## config.mk

```make
export PLATFORM = sky130hd
export DESIGN_NAME = aac_drc_band_gain
export DESIGN_NICKNAME = d
export VERILOG_FILES = /design/src/rtl/aacdrc_pkg.sv /design/src/rtl/aacdrc_gain_calc.sv /design/src/rtl/aacdrc_band_stage.sv /design/src/rtl/aacdrc_scale.sv /design/src/rtl/aac_drc_band_gain.sv
export SDC_FILE = /design/constraint.sdc
export NUM_CORES = 2
export LEC_CHECK = 0
export BUFFER_PORTS_ARGS = -buffer_cell sky130_fd_sc_hd__buf_4
export CAP_MARGIN = 0
export CORE_MARGIN = 1.5
export CORE_UTILIZATION = 65
export CTS_BUF_LIST = sky130_fd_sc_hd__clkbuf_8
export CTS_CLUSTER_DIAMETER = 30
export DETAILED_ROUTE_END_ITERATION = 12
export PLACE_DENSITY_LB_ADDON = 0.3
export SYNTH_ARGS = -nofsm -noshare
export SYNTH_HDL_FRONTEND = slang
export SYNTH_SLANG_ARGS = --single-unit
```

## constraint.sdc

```tcl
create_clock -name clk -period 12.85 [get_ports clk]
set_clock_uncertainty 0.05 [all_clocks]
set_input_delay 3.2125 -clock clk [delete_from_list [all_inputs] [get_ports clk]]
set_output_delay 3.2125 -clock clk [all_outputs]
set_load 0.05 [all_outputs]
```

## src/rtl/aacdrc_pkg.sv

```systemverilog
// Shared types, codes and constants for the AAC DRC band gain block.
// Holds the payload structs, the register codes and the 2^(k/24) mantissa table.
// No dependencies.
package aacdrc_pkg;

  localparam int POS_W   = 10;  // frame position width
  localparam int BOUND_W = 11;  // band bound width, 4*(top+1) up to 1024
  localparam int MANT_W  = 17;  // Q16 mantissa
  localparam int SHIFT_W = 5;   // exponent plus bias
  localparam int PROD_W  = 49;  // 32-bit sample times 17-bit mantissa, signed

  localparam int MANT_STEPS  = 24;   // steps per octave
  localparam int M_BIAS      = 768;  // 24*32, keeps the step count positive
  localparam int EXP_OFFSET  = 16;   // stored shift is exponent plus this
  localparam int DIV3_RECIP  = 171;  // floor(v/3) = (v*171) >> 9 for v < 512
  localparam int DIV3_SHIFT  = 9;
  localparam int ROUND_Q7    = 64;   // half of 128

  localparam logic [MANT_W-1:0]  UNITY_MANT  = 17'd65536;
  localparam logic [SHIFT_W-1:0] UNITY_SHIFT = 5'd16;

  // Item opcodes.
  localparam logic OP_DESC   = 1'b0;
  localparam logic OP_SAMPLE = 1'b1;

  // Configuration register indexes.
  typedef enum logic [1:0] {
    CFG_CUT_AMOUNT    = 2'd0,
    CFG_BOOST_AMOUNT  = 2'd1,
    CFG_BAND_COUNT    = 2'd2,
    CFG_PROGRAM_LEVEL = 2'd3
  } cfg_reg_t;

  typedef struct packed {
    logic              op;
    logic [3:0]        band_index;
    logic [7:0]        top_group;
    logic              compress;
    logic [6:0]        control;
    logic signed [31:0] sample;
  } item_t;

  typedef struct packed {
    logic signed [31:0] scaled_sample;
    logic [POS_W-1:0]   position;
    logic               frame_end;
  } result_t;

  typedef struct packed {
    logic [7:0] cut_amount;
    logic [7:0] boost_amount;
    logic [4:0] band_count;
    logic [6:0] program_level;
  } drc_cfg_t;

  typedef struct packed {
    logic [MANT_W-1:0]  mant;
    logic [SHIFT_W-1:0] shift;
  } gain_t;

  // A sample on its way to the multiplier, with the gain already chosen.
  typedef struct packed {
    logic signed [31:0] x;
    gain_t              gain;
    logic [POS_W-1:0]   position;
    logic               frame_end;
  } tap_t;

  // round(65536 * 2^(k/24)).
  function automatic logic [MANT_W-1:0] mant_lookup(input logic [4:0] k);
    logic [MANT_W-1:0] m;
    case (k)
      5'd0:  m = 17'd65536;
      5'd1:  m = 17'd67456;
      5'd2:  m = 17'd69433;
      5'd3:  m = 17'd71468;
      5'd4:  m = 17'd73562;
      5'd5:  m = 17'd75717;
      5'd6:  m = 17'd77936;
      5'd7:  m = 17'd80220;
      5'd8:  m = 17'd82570;
      5'd9:  m = 17'd84990;
      5'd10: m = 17'd87480;
      5'd11: m = 17'd90043;
      5'd12: m = 17'd92682;
      5'd13: m = 17'd95398;
      5'd14: m = 17'd98193;
      5'd15: m = 17'd101070;
      5'd16: m = 17'd104032;
      5'd17: m = 17'd107080;
      5'd18: m = 17'd110218;
      5'd19: m = 17'd113448;
      5'd20: m = 17'd116772;
      5'd21: m = 17'd120194;
      5'd22: m = 17'd123715;
      5'd23: m = 17'd127341;
      default: m = 17'd65536;
    endcase
    return m;
  endfunction

endpackage

```

## src/rtl/aacdrc_gain_calc.sv

```systemverilog
// Band gain computation: control value and registers to Q16 mantissa and shift.
// Combinational; depends on aacdrc_pkg.
module aacdrc_gain_calc #(
  parameter int REF_LEVEL = 80
) (
  input  aacdrc_pkg::drc_cfg_t cfg,
  input  logic                 compress,
  input  logic [6:0]           control,
  output aacdrc_pkg::gain_t    gain
);
  import aacdrc_pkg::*;

  logic [7:0]  amount;
  logic [15:0] scaled;
  logic [8:0]  r;
  logic [10:0] base;
  logic [10:0] m;
  logic [15:0] div_prod;
  logic [5:0]  q;
  logic [10:0] rem;

  always_comb begin
    amount   = compress ? cfg.cut_amount : cfg.boost_amount;
    scaled   = 16'(amount) * 16'(control) + 16'(ROUND_Q7);
    r        = 9'(scaled >> 7);
    // Step count biased by 24*32 so that it stays positive.
    base     = 11'(M_BIAS - REF_LEVEL) + 11'(cfg.program_level);
    m        = compress ? (base - 11'(r)) : (base + 11'(r));
    // m / 24 as (m / 8) / 3.
    div_prod = 16'(m[10:3]) * 16'(DIV3_RECIP);
    q        = 6'(div_prod >> DIV3_SHIFT);
    rem      = m - 11'(q) * 11'(MANT_STEPS);
    gain.mant  = mant_lookup(rem[4:0]);
    gain.shift = 5'(q - 6'(EXP_OFFSET));
  end

endmodule

```

## src/rtl/aacdrc_band_stage.sv

```systemverilog
// Front end: input register, band table, frame position and gain selection.
// Depends on aacdrc_pkg and aacdrc_gain_calc.
module aacdrc_band_stage #(
  parameter int MAX_BANDS   = 16,
  parameter int FRAME_LEN   = 1024,
  parameter int REF_LEVEL   = 80,
  parameter int SAMPLE_BITS = 32
) (
  input  logic                 clk,
  input  logic                 rst,
  input  aacdrc_pkg::drc_cfg_t cfg,
  input  logic                 item_valid,
  output logic                 item_ready,
  input  aacdrc_pkg::item_t    item,
  output logic                 tap_valid,
  input  logic                 tap_ready,
  output aacdrc_pkg::tap_t     tap
);
  import aacdrc_pkg::*;

  localparam int PAD = 32 - SAMPLE_BITS;
  localparam int RST_M = M_BIAS - REF_LEVEL;
  localparam logic [MANT_W-1:0]  RST_MANT  = mant_lookup(5'(RST_M % MANT_STEPS));
  localparam logic [SHIFT_W-1:0] RST_SHIFT = 5'(RST_M / MANT_STEPS - EXP_OFFSET);

  logic               valid1;
  item_t              item1;
  gain_t              gains [MAX_BANDS];
  logic [BOUND_W-1:0] band_bound [MAX_BANDS];
  logic [POS_W-1:0]   frame_pos;
  logic [POS_W-1:0]   frame_pos_next;

  gain_t              new_gain;
  gain_t              sel_gain;
  tap_t               tap_next;
  logic               is_desc;
  logic               ready2;
  logic               s1_done;
  logic               table_wr;
  logic [4:0]         count_eff;
  logic [BOUND_W-1:0] bound_b;
  logic [BOUND_W-1:0] pos_inc;
  logic signed [31:0] x_shl;
  logic signed [31:0] x_ext;

  aacdrc_gain_calc #(.REF_LEVEL(REF_LEVEL)) u_gain_calc (
    .cfg      (cfg),
    .compress (item1.compress),
    .control  (item1.control),
    .gain     (new_gain)
  );

  assign is_desc    = (item1.op == OP_DESC);
  assign ready2     = !tap_valid || tap_ready;
  assign s1_done    = valid1 && (is_desc || ready2);
  assign item_ready = !valid1 || s1_done;
  assign table_wr   = s1_done && is_desc && (5'(item1.band_index) < 5'(MAX_BANDS));

  // First band in use whose bound lies above the current position.
  always_comb begin
    count_eff = (cfg.band_count > 5'(MAX_BANDS)) ? 5'(MAX_BANDS) : cfg.band_count;
    sel_gain.mant  = UNITY_MANT;
    sel_gain.shift = UNITY_SHIFT;
    bound_b = '0;
    for (int b = MAX_BANDS - 1; b >= 0; b--) begin
      bound_b = (count_eff == 5'd1) ? BOUND_W'(FRAME_LEN) : band_bound[b];
      if ((5'(b) < count_eff) && (bound_b > BOUND_W'(frame_pos))) begin
        sel_gain = gains[b];
      end
    end
  end

  always_comb begin
    x_shl = item1.sample <<< PAD;
    x_ext = x_shl >>> PAD;
    pos_inc = BOUND_W'(frame_pos) + BOUND_W'(1);
    tap_next.x         = x_ext;
    tap_next.gain      = sel_gain;
    tap_next.position  = frame_pos;
    tap_next.frame_end = (BOUND_W'(frame_pos) >= BOUND_W'(FRAME_LEN - 1));
    if (is_desc) begin
      frame_pos_next = '0;
    end else if (pos_inc >= BOUND_W'(FRAME_LEN)) begin
      frame_pos_next = '0;
    end else begin
      frame_pos_next = pos_inc[POS_W-1:0];
    end
  end

  always_ff @(posedge clk) begin
    if (rst) begin
      valid1 <= 1'b0;
    end else if (item_ready) begin
      valid1 <= item_valid;
    end
    if (item_valid && item_ready) begin
      item1 <= item;
    end
  end

  always_ff @(posedge clk) begin
    if (rst) begin
      tap_valid <= 1'b0;
    end else if (ready2) begin
      tap_valid <= valid1 && !is_desc;
    end
    if (ready2 && valid1 && !is_desc) begin
      tap <= tap_next;
    end
  end

  always_ff @(posedge clk) begin
    if (rst) begin
      frame_pos <= '0;
    end else if (s1_done) begin
      frame_pos <= frame_pos_next;
    end
  end

  always_ff @(posedge clk) begin
    if (rst) begin
      for (int b = 0; b < MAX_BANDS; b++) begin
        gains[b].mant  <= RST_MANT;
        gains[b].shift <= RST_SHIFT;
        band_bound[b]  <= (b == 0) ? BOUND_W'(1024) : '0;
      end
    end else if (table_wr) begin
      for (int b = 0; b < MAX_BANDS; b++) begin
        if (5'(item1.band_index) == 5'(b)) begin
          gains[b]      <= new_gain;
          band_bound[b] <= BOUND_W'({item1.top_group, 2'b00}) + BOUND_W'(4);
        end
      end
    end
  end

endmodule

```

## src/rtl/aacdrc_scale.sv

```systemverilog
// Back end: gain multiply, round-to-nearest shift and saturation, output register.
// Depends on aacdrc_pkg.
module aacdrc_scale #(
  parameter int SAMPLE_BITS = 32
) (
  input  logic                clk,
  input  logic                rst,
  input  logic                tap_valid,
  output logic                tap_ready,
  input  aacdrc_pkg::tap_t    tap,
  output logic                result_valid,
  input  logic                result_ready,
  output aacdrc_pkg::result_t result
);
  import aacdrc_pkg::*;

  localparam logic signed [PROD_W-1:0] SAT_HI =
    (PROD_W'(1) <<< (SAMPLE_BITS - 1)) - PROD_W'(1);
  localparam logic signed [PROD_W-1:0] SAT_LO = -SAT_HI - PROD_W'(1);

  logic                      valid3;
  logic signed [PROD_W-1:0]  prod3;
  logic [SHIFT_W-1:0]        shift3;
  logic [POS_W-1:0]          pos3;
  logic                      end3;

  logic                      ready_out;
  logic signed [PROD_W:0]    full_prod;
  logic signed [PROD_W-1:0]  part;
  logic signed [PROD_W-1:0]  rounded;
  logic signed [PROD_W-1:0]  sat;
  result_t                   result_next;

  assign ready_out = !result_valid || result_ready;
  assign tap_ready = !valid3 || ready_out;
  assign full_prod = (PROD_W + 1)'(tap.x) * (PROD_W + 1)'($signed({1'b0, tap.gain.mant}));

  // Shift right by 32 - shift with the half added first: shift by one less,
  // add one, then drop the last bit.
  always_comb begin
    part    = prod3 >>> (~shift3);
    rounded = (part + PROD_W'(1)) >>> 1;
    if (rounded > SAT_HI) begin
      sat = SAT_HI;
    end else if (rounded < SAT_LO) begin
      sat = SAT_LO;
    end else begin
      sat = rounded;
    end
    result_next.scaled_sample = 32'(sat);
    result_next.position      = pos3;
    result_next.frame_end     = end3;
  end

  always_ff @(posedge clk) begin
    if (rst) begin
      valid3 <= 1'b0;
    end else if (tap_ready) begin
      valid3 <= tap_valid;
    end
    if (tap_valid && tap_ready) begin
      prod3  <= full_prod[PROD_W-1:0];
      shift3 <= tap.gain.shift;
      pos3   <= tap.position;
      end3   <= tap.frame_end;
    end
  end

  always_ff @(posedge clk) begin
    if (rst) begin
      result_valid <= 1'b0;
    end else if (ready_out) begin
      result_valid <= valid3;
    end
    if (valid3 && ready_out) begin
      result <= result_next;
    end
  end

endmodule

```

## src/rtl/aac_drc_band_gain.sv

```systemverilog
// Top level of the AAC dynamic range control band gain block.
// Holds the configuration registers; depends on aacdrc_pkg, aacdrc_band_stage, aacdrc_scale.
//
//   Channel   Direction  Handshake                 Payload
//   item      in         item_valid / item_ready   item_t: descriptor or spectral sample
//   result    out        result_valid/result_ready result_t: scaled sample, position, end
//   cfg       in         cfg_valid / cfg_ready     cfg_index, cfg_data (one register)
//
// One item can be accepted every cycle unless a stalled result has filled every
// stage. A sample passes the input register, the band select register and the
// multiplier register before the output register, which offers its result.
// A descriptor updates the band table in the cycle after its transfer and produces
// no result. Reset is synchronous and leaves the band table at its defined
// reset gains, with no item in flight.
// Each stage holds its item while the next is full, so a stalled result only
// stops input once every stage behind it is occupied.
module aac_drc_band_gain #(
  parameter int MAX_BANDS   = 16,
  parameter int FRAME_LEN   = 1024,
  parameter int REF_LEVEL   = 80,
  parameter int SAMPLE_BITS = 32
) (
  input  logic                clk,
  input  logic                rst,
  input  logic                item_valid,
  output logic                item_ready,
  input  aacdrc_pkg::item_t   item,
  output logic                result_valid,
  input  logic                result_ready,
  output aacdrc_pkg::result_t result,
  input  logic                cfg_valid,
  output logic                cfg_ready,
  input  logic [1:0]          cfg_index,
  input  logic [7:0]          cfg_data
);
  import aacdrc_pkg::*;

  drc_cfg_t cfg;
  logic     tap_valid;
  logic     tap_ready;
  tap_t     tap;

  // Registers are taken in any cycle; software must write them only while idle, unenforced.
  assign cfg_ready = 1'b1;

  always_ff @(posedge clk) begin
    if (rst) begin
      cfg.cut_amount    <= '0;
      cfg.boost_amount  <= '0;
      cfg.band_count    <= 5'd1;
      cfg.program_level <= '0;
    end else if (cfg_valid && cfg_ready) begin
      case (cfg_reg_t'(cfg_index))
        CFG_CUT_AMOUNT:    cfg.cut_amount    <= cfg_data;
        CFG_BOOST_AMOUNT:  cfg.boost_amount  <= cfg_data;
        CFG_BAND_COUNT:    cfg.band_count    <= cfg_data[4:0];
        CFG_PROGRAM_LEVEL: cfg.program_level <= cfg_data[6:0];
        default: ;
      endcase
    end
  end

  // Band table, frame position and the choice of gain for each sample.
  aacdrc_band_stage #(
    .MAX_BANDS   (MAX_BANDS),
    .FRAME_LEN   (FRAME_LEN),
    .REF_LEVEL   (REF_LEVEL),
    .SAMPLE_BITS (SAMPLE_BITS)
  ) u_band_stage (
    .clk        (clk),
    .rst        (rst),
    .cfg        (cfg),
    .item_valid (item_valid),
    .item_ready (item_ready),
    .item       (item),
    .tap_valid  (tap_valid),
    .tap_ready  (tap_ready),
    .tap        (tap)
  );

  // Multiply by the chosen gain, round to nearest and saturate.
  aacdrc_scale #(
    .SAMPLE_BITS (SAMPLE_BITS)
  ) u_scale (
    .clk          (clk),
    .rst          (rst),
    .tap_valid    (tap_valid),
    .tap_ready    (tap_ready),
    .tap          (tap),
    .result_valid (result_valid),
    .result_ready (result_ready),
    .result       (result)
  );

  localparam logic signed [31:0] OUT_HI = 32'((64'sd1 <<< (SAMPLE_BITS - 1)) - 64'sd1);
  localparam logic signed [31:0] OUT_LO = -OUT_HI - 32'sd1;

  // Reset empties the whole pipeline.
  a_reset_empty: assert property (@(posedge clk) rst |=> !result_valid && !tap_valid)
    else $error("pipeline not empty after reset");

  // A sample waiting between the stages keeps its gain and position.
  a_tap_hold: assert property (@(posedge clk) disable iff (rst)
    tap_valid && !tap_ready |=> tap_valid && $stable(tap))
    else $error("internal sample changed while stalled");

  // The frame end flag marks exactly the last position of a frame.
  a_frame_end: assert property (@(posedge clk) disable iff (rst)
    result_valid |-> result.frame_end == (result.position == 10'(FRAME_LEN - 1)))
    else $error("frame_end does not match position");

  // Saturation keeps every result inside the sample range.
  a_sat_range: assert property (@(posedge clk) disable iff (rst)
    result_valid |-> result.scaled_sample <= OUT_HI && result.scaled_sample >= OUT_LO)
    else $error("result outside the saturation range");

endmodule

```

# ---- After elaboration in Yosys (flattened, before gate mapping)
# Memory sizes are Yosys's and may differ from the RTL's.
# Cells that the tools add are included.
dict set report word_totals {
  reg_bits 268
  ramBits 528
  mem_bits_ro 512
  input_bits 68
  output_inout_bits 46
  word_cells 309
  memories 3
}
dict set report classes {
  add_sub_neg 9
  n_mul 4
  n_lt_le_gt_ge 37
  eq_ne 19
  shifts 1
  muxes 136
  bitwise_logic 34
  reduce_logical 39
}
# memory depth width read_ports rd_clocked_by_memory_dff write_ports line_no
set mem_list {}
lappend mem_list {{(name not given)} 32 16 1 0 0 aacdrc_pkg.sv:72} ;# case (k)
lappend mem_list {u_band_stage.gains 16 22 16 0 16 aacdrc_band_stage.sv:28} ;# gain_t gains [MAX_BANDS];
lappend mem_list {u_band_stage.band_bound 16 11 16 0 16 aacdrc_band_stage.sv:29} ;# logic [BOUND_W-1:0] band_bound [MAX_BANDS];
# op count
set ops {}
lappend ops {{22-bit two-way mux} 32}
lappend ops {{11-bit two-way mux} 33}
lappend ops {{11-bit by 10-bit greater-than comparator with 1-bit output} 16}
lappend ops {{1-bit two-way mux} 66}
lappend ops {{49-bit by 2-bit adder with 49-bit output (second input constant)} 1}
lappend ops {{32-bit by 18-bit multiplier with 49-bit output} 1}
lappend ops {{49-bit by 5-bit >>> shifter with 49-bit output} 1}
lappend ops {{48-bit by 32-bit greater-than comparator with 1-bit output (second input constant)} 1}
lappend ops {{48-bit by 32-bit < comparator with 1-bit output (second input constant)} 1}
lappend ops {{4-bit by 5-bit < comparator with 1-bit output (first input constant)} 8}
lappend ops {{4-bit == test (second input constant)} 8}
lappend ops {{32-bit two-way mux} 1}
lappend ops {{1-bit bitwise OR} 32}
lappend ops {{1-bit logical AND} 24}
lappend ops {{3-bit by 5-bit < comparator with 1-bit output (first input constant)} 4}
lappend ops {{10-bit two-way mux} 2}
lappend ops {{15-bit by 7-bit adder with 16-bit output (second input constant)} 1}
lappend ops {{4-bit by 3-bit == test with 1-bit output (second input constant)} 4}
lappend ops {{8-bit by 7-bit multiplier with 15-bit output} 1}
lappend ops {{8-bit by 8-bit multiplier with 15-bit output (second input constant)} 1}
lappend ops {{10-bit by 1-bit adder with 11-bit output (second input constant)} 1}
lappend ops {{10-bit by 3-bit adder with 11-bit output (second input constant)} 1}
lappend ops {{10-bit by 7-bit adder with 11-bit output (first input constant)} 1}
lappend ops {{11-bit by 9-bit adder with 11-bit output} 1}
lappend ops {{other kinds (23)} 37}

# ---- Depth between registers and ports, before layout
dict set report depth {
  depth_word 22
  ltp_mapped 51
  ltp_nobuf 46
}

# ---- Hierarchy
# From an unflattened synthesis, not the netlist that was laid out.
dict set report hier_totals {
  hier_cells 6055
  area_unflattened_um2 62104.6
}
# module n_inst cells_each area_each_um2 seq_area_each_um2
set by_module_without_submodules {}
lappend by_module_without_submodules {aacdrc_band_stage 1 2468 28446.0 17086.4}
lappend by_module_without_submodules {aacdrc_scale 1 2963 28096.9 3283.1}
lappend by_module_without_submodules {aacdrc_gain_calc 1 518 4420.5 0.0}
lappend by_module_without_submodules {aac_drc_band_gain 1 106 1141.1 560.5}

# ---- Worst setup path before layout
# Ideal clock, no wire load.
dict set report synth_timing {
  path_kind {register to register}
  from {register u_band_stage.item1[39] in the netlist's numbering}
  to {memory u_band_stage.gains[0][101] in the netlist's numbering, data pin}
  t_arrival_ns 11.361
  t_required_ns 12.488
  setup_slack_ns 1.127
  stages_incl_launch_ff 43
  path_buffers 4
  synth_period_minus_slack_ns 11.723
  cell_sequence {edfxtp_1 buf_1 buf_1 mux2_2 and2_1 fa_1 inv_1 fa_1 inv_1 fa_1 fa_1 ha_1 a21oi_1 o21bai_1 a21oi_1 nor2b_1 nor2_1 o21ba_2 [... 7 more ...] xnor2_1 ha_1 fa_1 fa_1 fa_1 ha_1 or4b_2 o211ai_1 a211o_1 clkbuf_1 ha_1 xor2_1 xnor2_1 xor2_1 buf_2 o22ai_1 a211oi_1 nor2_1}
}
# element line_no
set synth_rtl {}
lappend synth_rtl {{start, declared} aacdrc_band_stage.sv:27} ;# item_t item1;
lappend synth_rtl {{start signal, assigned} aacdrc_band_stage.sv:97} ;# item1 <= item;
lappend synth_rtl {{end, declared} aacdrc_band_stage.sv:28}

==> summary.md <==
| Metric | Value |
|---|---|
| Overflow after GRT | `0` |
| DRC Markers | `0` |
| Rel. slew slack | `16.7%` |
| Synthesized Nets | `6812` |
| Synthesized cell area | `60100 um2` |
| Worst reg2reg endpoint | `u_band_stage.gains[0][328]` |
| Root buf cell | `clkbuf_8` |
| Routed vias | `approximately 46000` |
| Filler instances | `6566` |
| Final net count | `6874` |
| Hold path depth | `0` |
| Ys async rst share | `0%` |
| Post-route antenna net violation count | `0` |
| Dpl cells | `6927` |
| Drt via density | `about 6.4` |
| Fin crit period | `12.14 ns` |
| Hold Buf Count CTS | `0` |
| Fmax | `82.3 MHz` |
| Final Non-Filler Cells | `7214` |
| I/O Pins | `114` |
| Clk sinks | `roughly 760` |
| CP Launch Point | `u_band_stage.item1[39]` |
| Largest net degree at the start of global routing | `100` |
| Final setup viols | `0` |
| Final Hold Viols | `0` |
| Post-route cell area | `65200 um2` |
| Synth Register Bits | `756` |
| Initial Util | `between 60% and 70%` |
| Layout cells sized above 1 | `10.5%` |
| Post-synth EDFFs | `554` |
| First-pass GRT wire length | `259 mm` |
| Final RePlAce weighted congestion | `1.00` |
| Routed wire per std cell | `22.8 um` |
| Drt pass-1 iters | `9` |
| Final setup TNS | `0 ns` |
| FF-to-FF path depth | `between 40 and 50` |
| Mean Syn Cell Area | `10.3 um2` |
| HP Class | `register to register` |
| PD cells | `232 nW/um2` |
| Kind of critical path | `register to register` |
| Max Buffers Root-to-Sink | `3` |
| Fin. max-slew vios | `0` |
| Post-synthesis sequential area ratio | `34.4%` |
| Cell Rows | `111` |
| Die area | `94300 um2` |
| Yosys cell types | `102` |
| Critical path's largest stage delay | `about 0.61 ns` |
| Final WL | `164 mm` |
| CP endpoint kind | `register` |
| Pwr Total | `15100 uW` |
| I/O Buffers | `112` |
| CP Max Fanout | `18` |
| Peak supply drop | `552 uV` |
| Kind of start point of the critical path | `register` |
| Post-DP HPWL | `about 110 mm` |
| Die H | `307 um` |
| H-tree levels | `4` |
| Leakage | `0.0277 uW` |
| Data arrival, critical path | `~13 ns` |
| Worst Tran Pin Value | `1.25 ns` |
| Worst skew pair latency | `roughly 0.86 ns` |
| Num CTS Buffers | `155` |
| Warnings, synthesis | `0` |
| Req. time, crit path | `13.55 ns` |
| Core area | `91700 um2` |
| Cell area after placement | `61900 um2` |
| Status | `complete, no violations` |
| Most frequent CP cell | `fa_1` |
| Synth-to-Final Area Change | `8.51%` |
| RSZ-0062 raised after global routing | `false` |
| Number of antenna violations at the first check in global routing | `7` |
| Total GRT Usage | `35.5%` |
| RR Startpoint | `u_band_stage.item1[39]` |
| Final period util | `between 90% and 100%` |
| Slowest CP cell | `or4b_2` |
| Number of DRC markers in iteration 0 | `roughly 4400` |
| CP endpoint | `u_band_stage.gains[0][328]` |
| Commonest non-fill, non-tap cell in the layout | `inv_1` |
| Most frequent cells in the layout | `752 x inv_1, 629 x nand2_1, 558 x fa_1` |
| TritonCTS clock tree | `done` |
| Synth Flop Type | `edfxtp_1` |
| Gate count of the mapped netlist | `between 5000 and 6000` |
| Max-Cap Viols | `0` |
| Vias in the first global route | `46700` |
| Clock Pin Slew Worst Setup and Hold Paths | `0.06 ns` |
| Setup slack, reg-to-reg | `0.71 ns` |
| Die W | `~310 um` |
## flip-flops by register name (all words and copies together), names as in the netlist, 5 cells and up
| name | count |
|---|---|
| cfg | 28 |
| u_band_stage.band_bound | 144 |
| u_band_stage.frame_pos | 10 |
| u_band_stage.gains | 344 |
| u_band_stage.item1 | 21 |
| u_band_stage.tap | 65 |
| u_band_stage.x_ext | 32 |
| u_scale.pos3 | 10 |
| u_scale.prod3 | 49 |
| u_scale.result | 43 |
| u_scale.shift3 | 5 |
## area by class of cell
cell class / instances / area, um2 / share of cell area (%)
inverter: 730 / 2740 / 4.20
sequential: 756 / 20700 / 31.7
antenna: 2 / 5.00 / 0.00767
timing repair buffer: 209 / 1570 / 2.41
tap: 1186 / 1480 / 2.28
clock buffer: 159 / 2190 / 3.36
multi-input combinational: 4046 / 35500 / 54.4
clock inverter: 126 / 1100 / 1.68
## critical path: cells and delay by family (launching register included)
| kind | cells | cell delay, ns |
|---|---|---|
| muxes | 2 | 0.64 |
| xor gates and xnor gates | 5 | 1.17 |
| DFF | 1 | 0.48 |
| buffers and inverters | 4 | 0.69 |
| AOI/OAI and AO/OA | 9 | 2.24 |
| and+or+nand+nor | 9 | 1.75 |
| adders and majority gates | 12 | 5.03 |
## kinds of logic after synthesis
group / share of synthesized area [%]
compound gates: 11.9
xor+xnor: 1.65
fa+ha+maj: 25.9
buf+inv: 6.93
flops: 34.4
mux: 4.54
other cells: 0.00624
simple gates: 14.7
## worst min path at each step
stage	start	to	slack, ns
final	u_band_stage.tap[3]	u_scale.pos3[2]	0.37
after global routing	u_scale.pos3[6]	u_scale.result[7]	0.37
after CTS	u_band_stage.tap[3]	u_scale.pos3[2]	0.36
after detailed placement	u_band_stage.x_ext[8]	u_band_stage.tap[41]	0.35
after global placement	u_band_stage.gains[0][351]	u_band_stage.gains[0][351]	0.35
after floorplan	u_band_stage.gains[0][329]	u_band_stage.gains[0][329]	0.34
## power breakdown
group / internal, uW / switching [uW] / total [uW]
clock: 1480 / 1140 / 2630
combinational: 3280 / 5840 / 9120
sequential: 3200 / 192 / 3390
## routing by layer
metal	up-vias	part of all wire (%)	track usage, %
met5	-	0.089	0.465
met4	14	5.3	17.9
met3	673	9.3	7.12
met2	2472	48	58.1
met1	22600	38	45.1
li1	20100	-	-
## cell usage after synthesis (all sizes together) (18+ instances only)
cell	instances	area [um2]
a211o	27	236
a211oi	56	420
a21o	68	510
a21oi	188	941
a221o	18	180
a22o	62	543
a22oi	48	360
a31oi	33	206
and2	242	1510
and3	19	119
buf	61	511
clkbuf	242	908
dfxtp	202	4040
edfxtp	554	16600
fa	558	11200
ha	350	4380
inv	724	2720
mux2	52	589
mux2i	93	931
mux4	52	1210
nand2	629	2360
nand2b	68	425
nand3	90	450
nand4	36	225
nor2	366	1370
nor2b	180	1130
nor3	65	325
nor3b	36	270
o2111ai	19	166
o211ai	40	300
o21a	40	300
o21ai	185	1040
o22a	27	236
o22ai	37	231
or3	18	118
xnor2	75	657
xor2	38	333
## stage by stage
step                worst slack (ns)  hold slack, ns  utilization, %
floorplan                       1.13           0.341               -
global placement               0.704           0.350            67.5
detailed placement             0.465           0.355            67.5
CTS                            0.397           0.365            71.1
global route                  0.0224           0.370            71.1
finish                         0.705           0.366            71.1
## timing repair
action                                  4_1_cts  5_1_grt
setup buffers                                 0        0
endpoints found under the setup margin        0      142
gates resized for setup                       0        5
No activity file was read; power rests on OpenSTA's default activity.
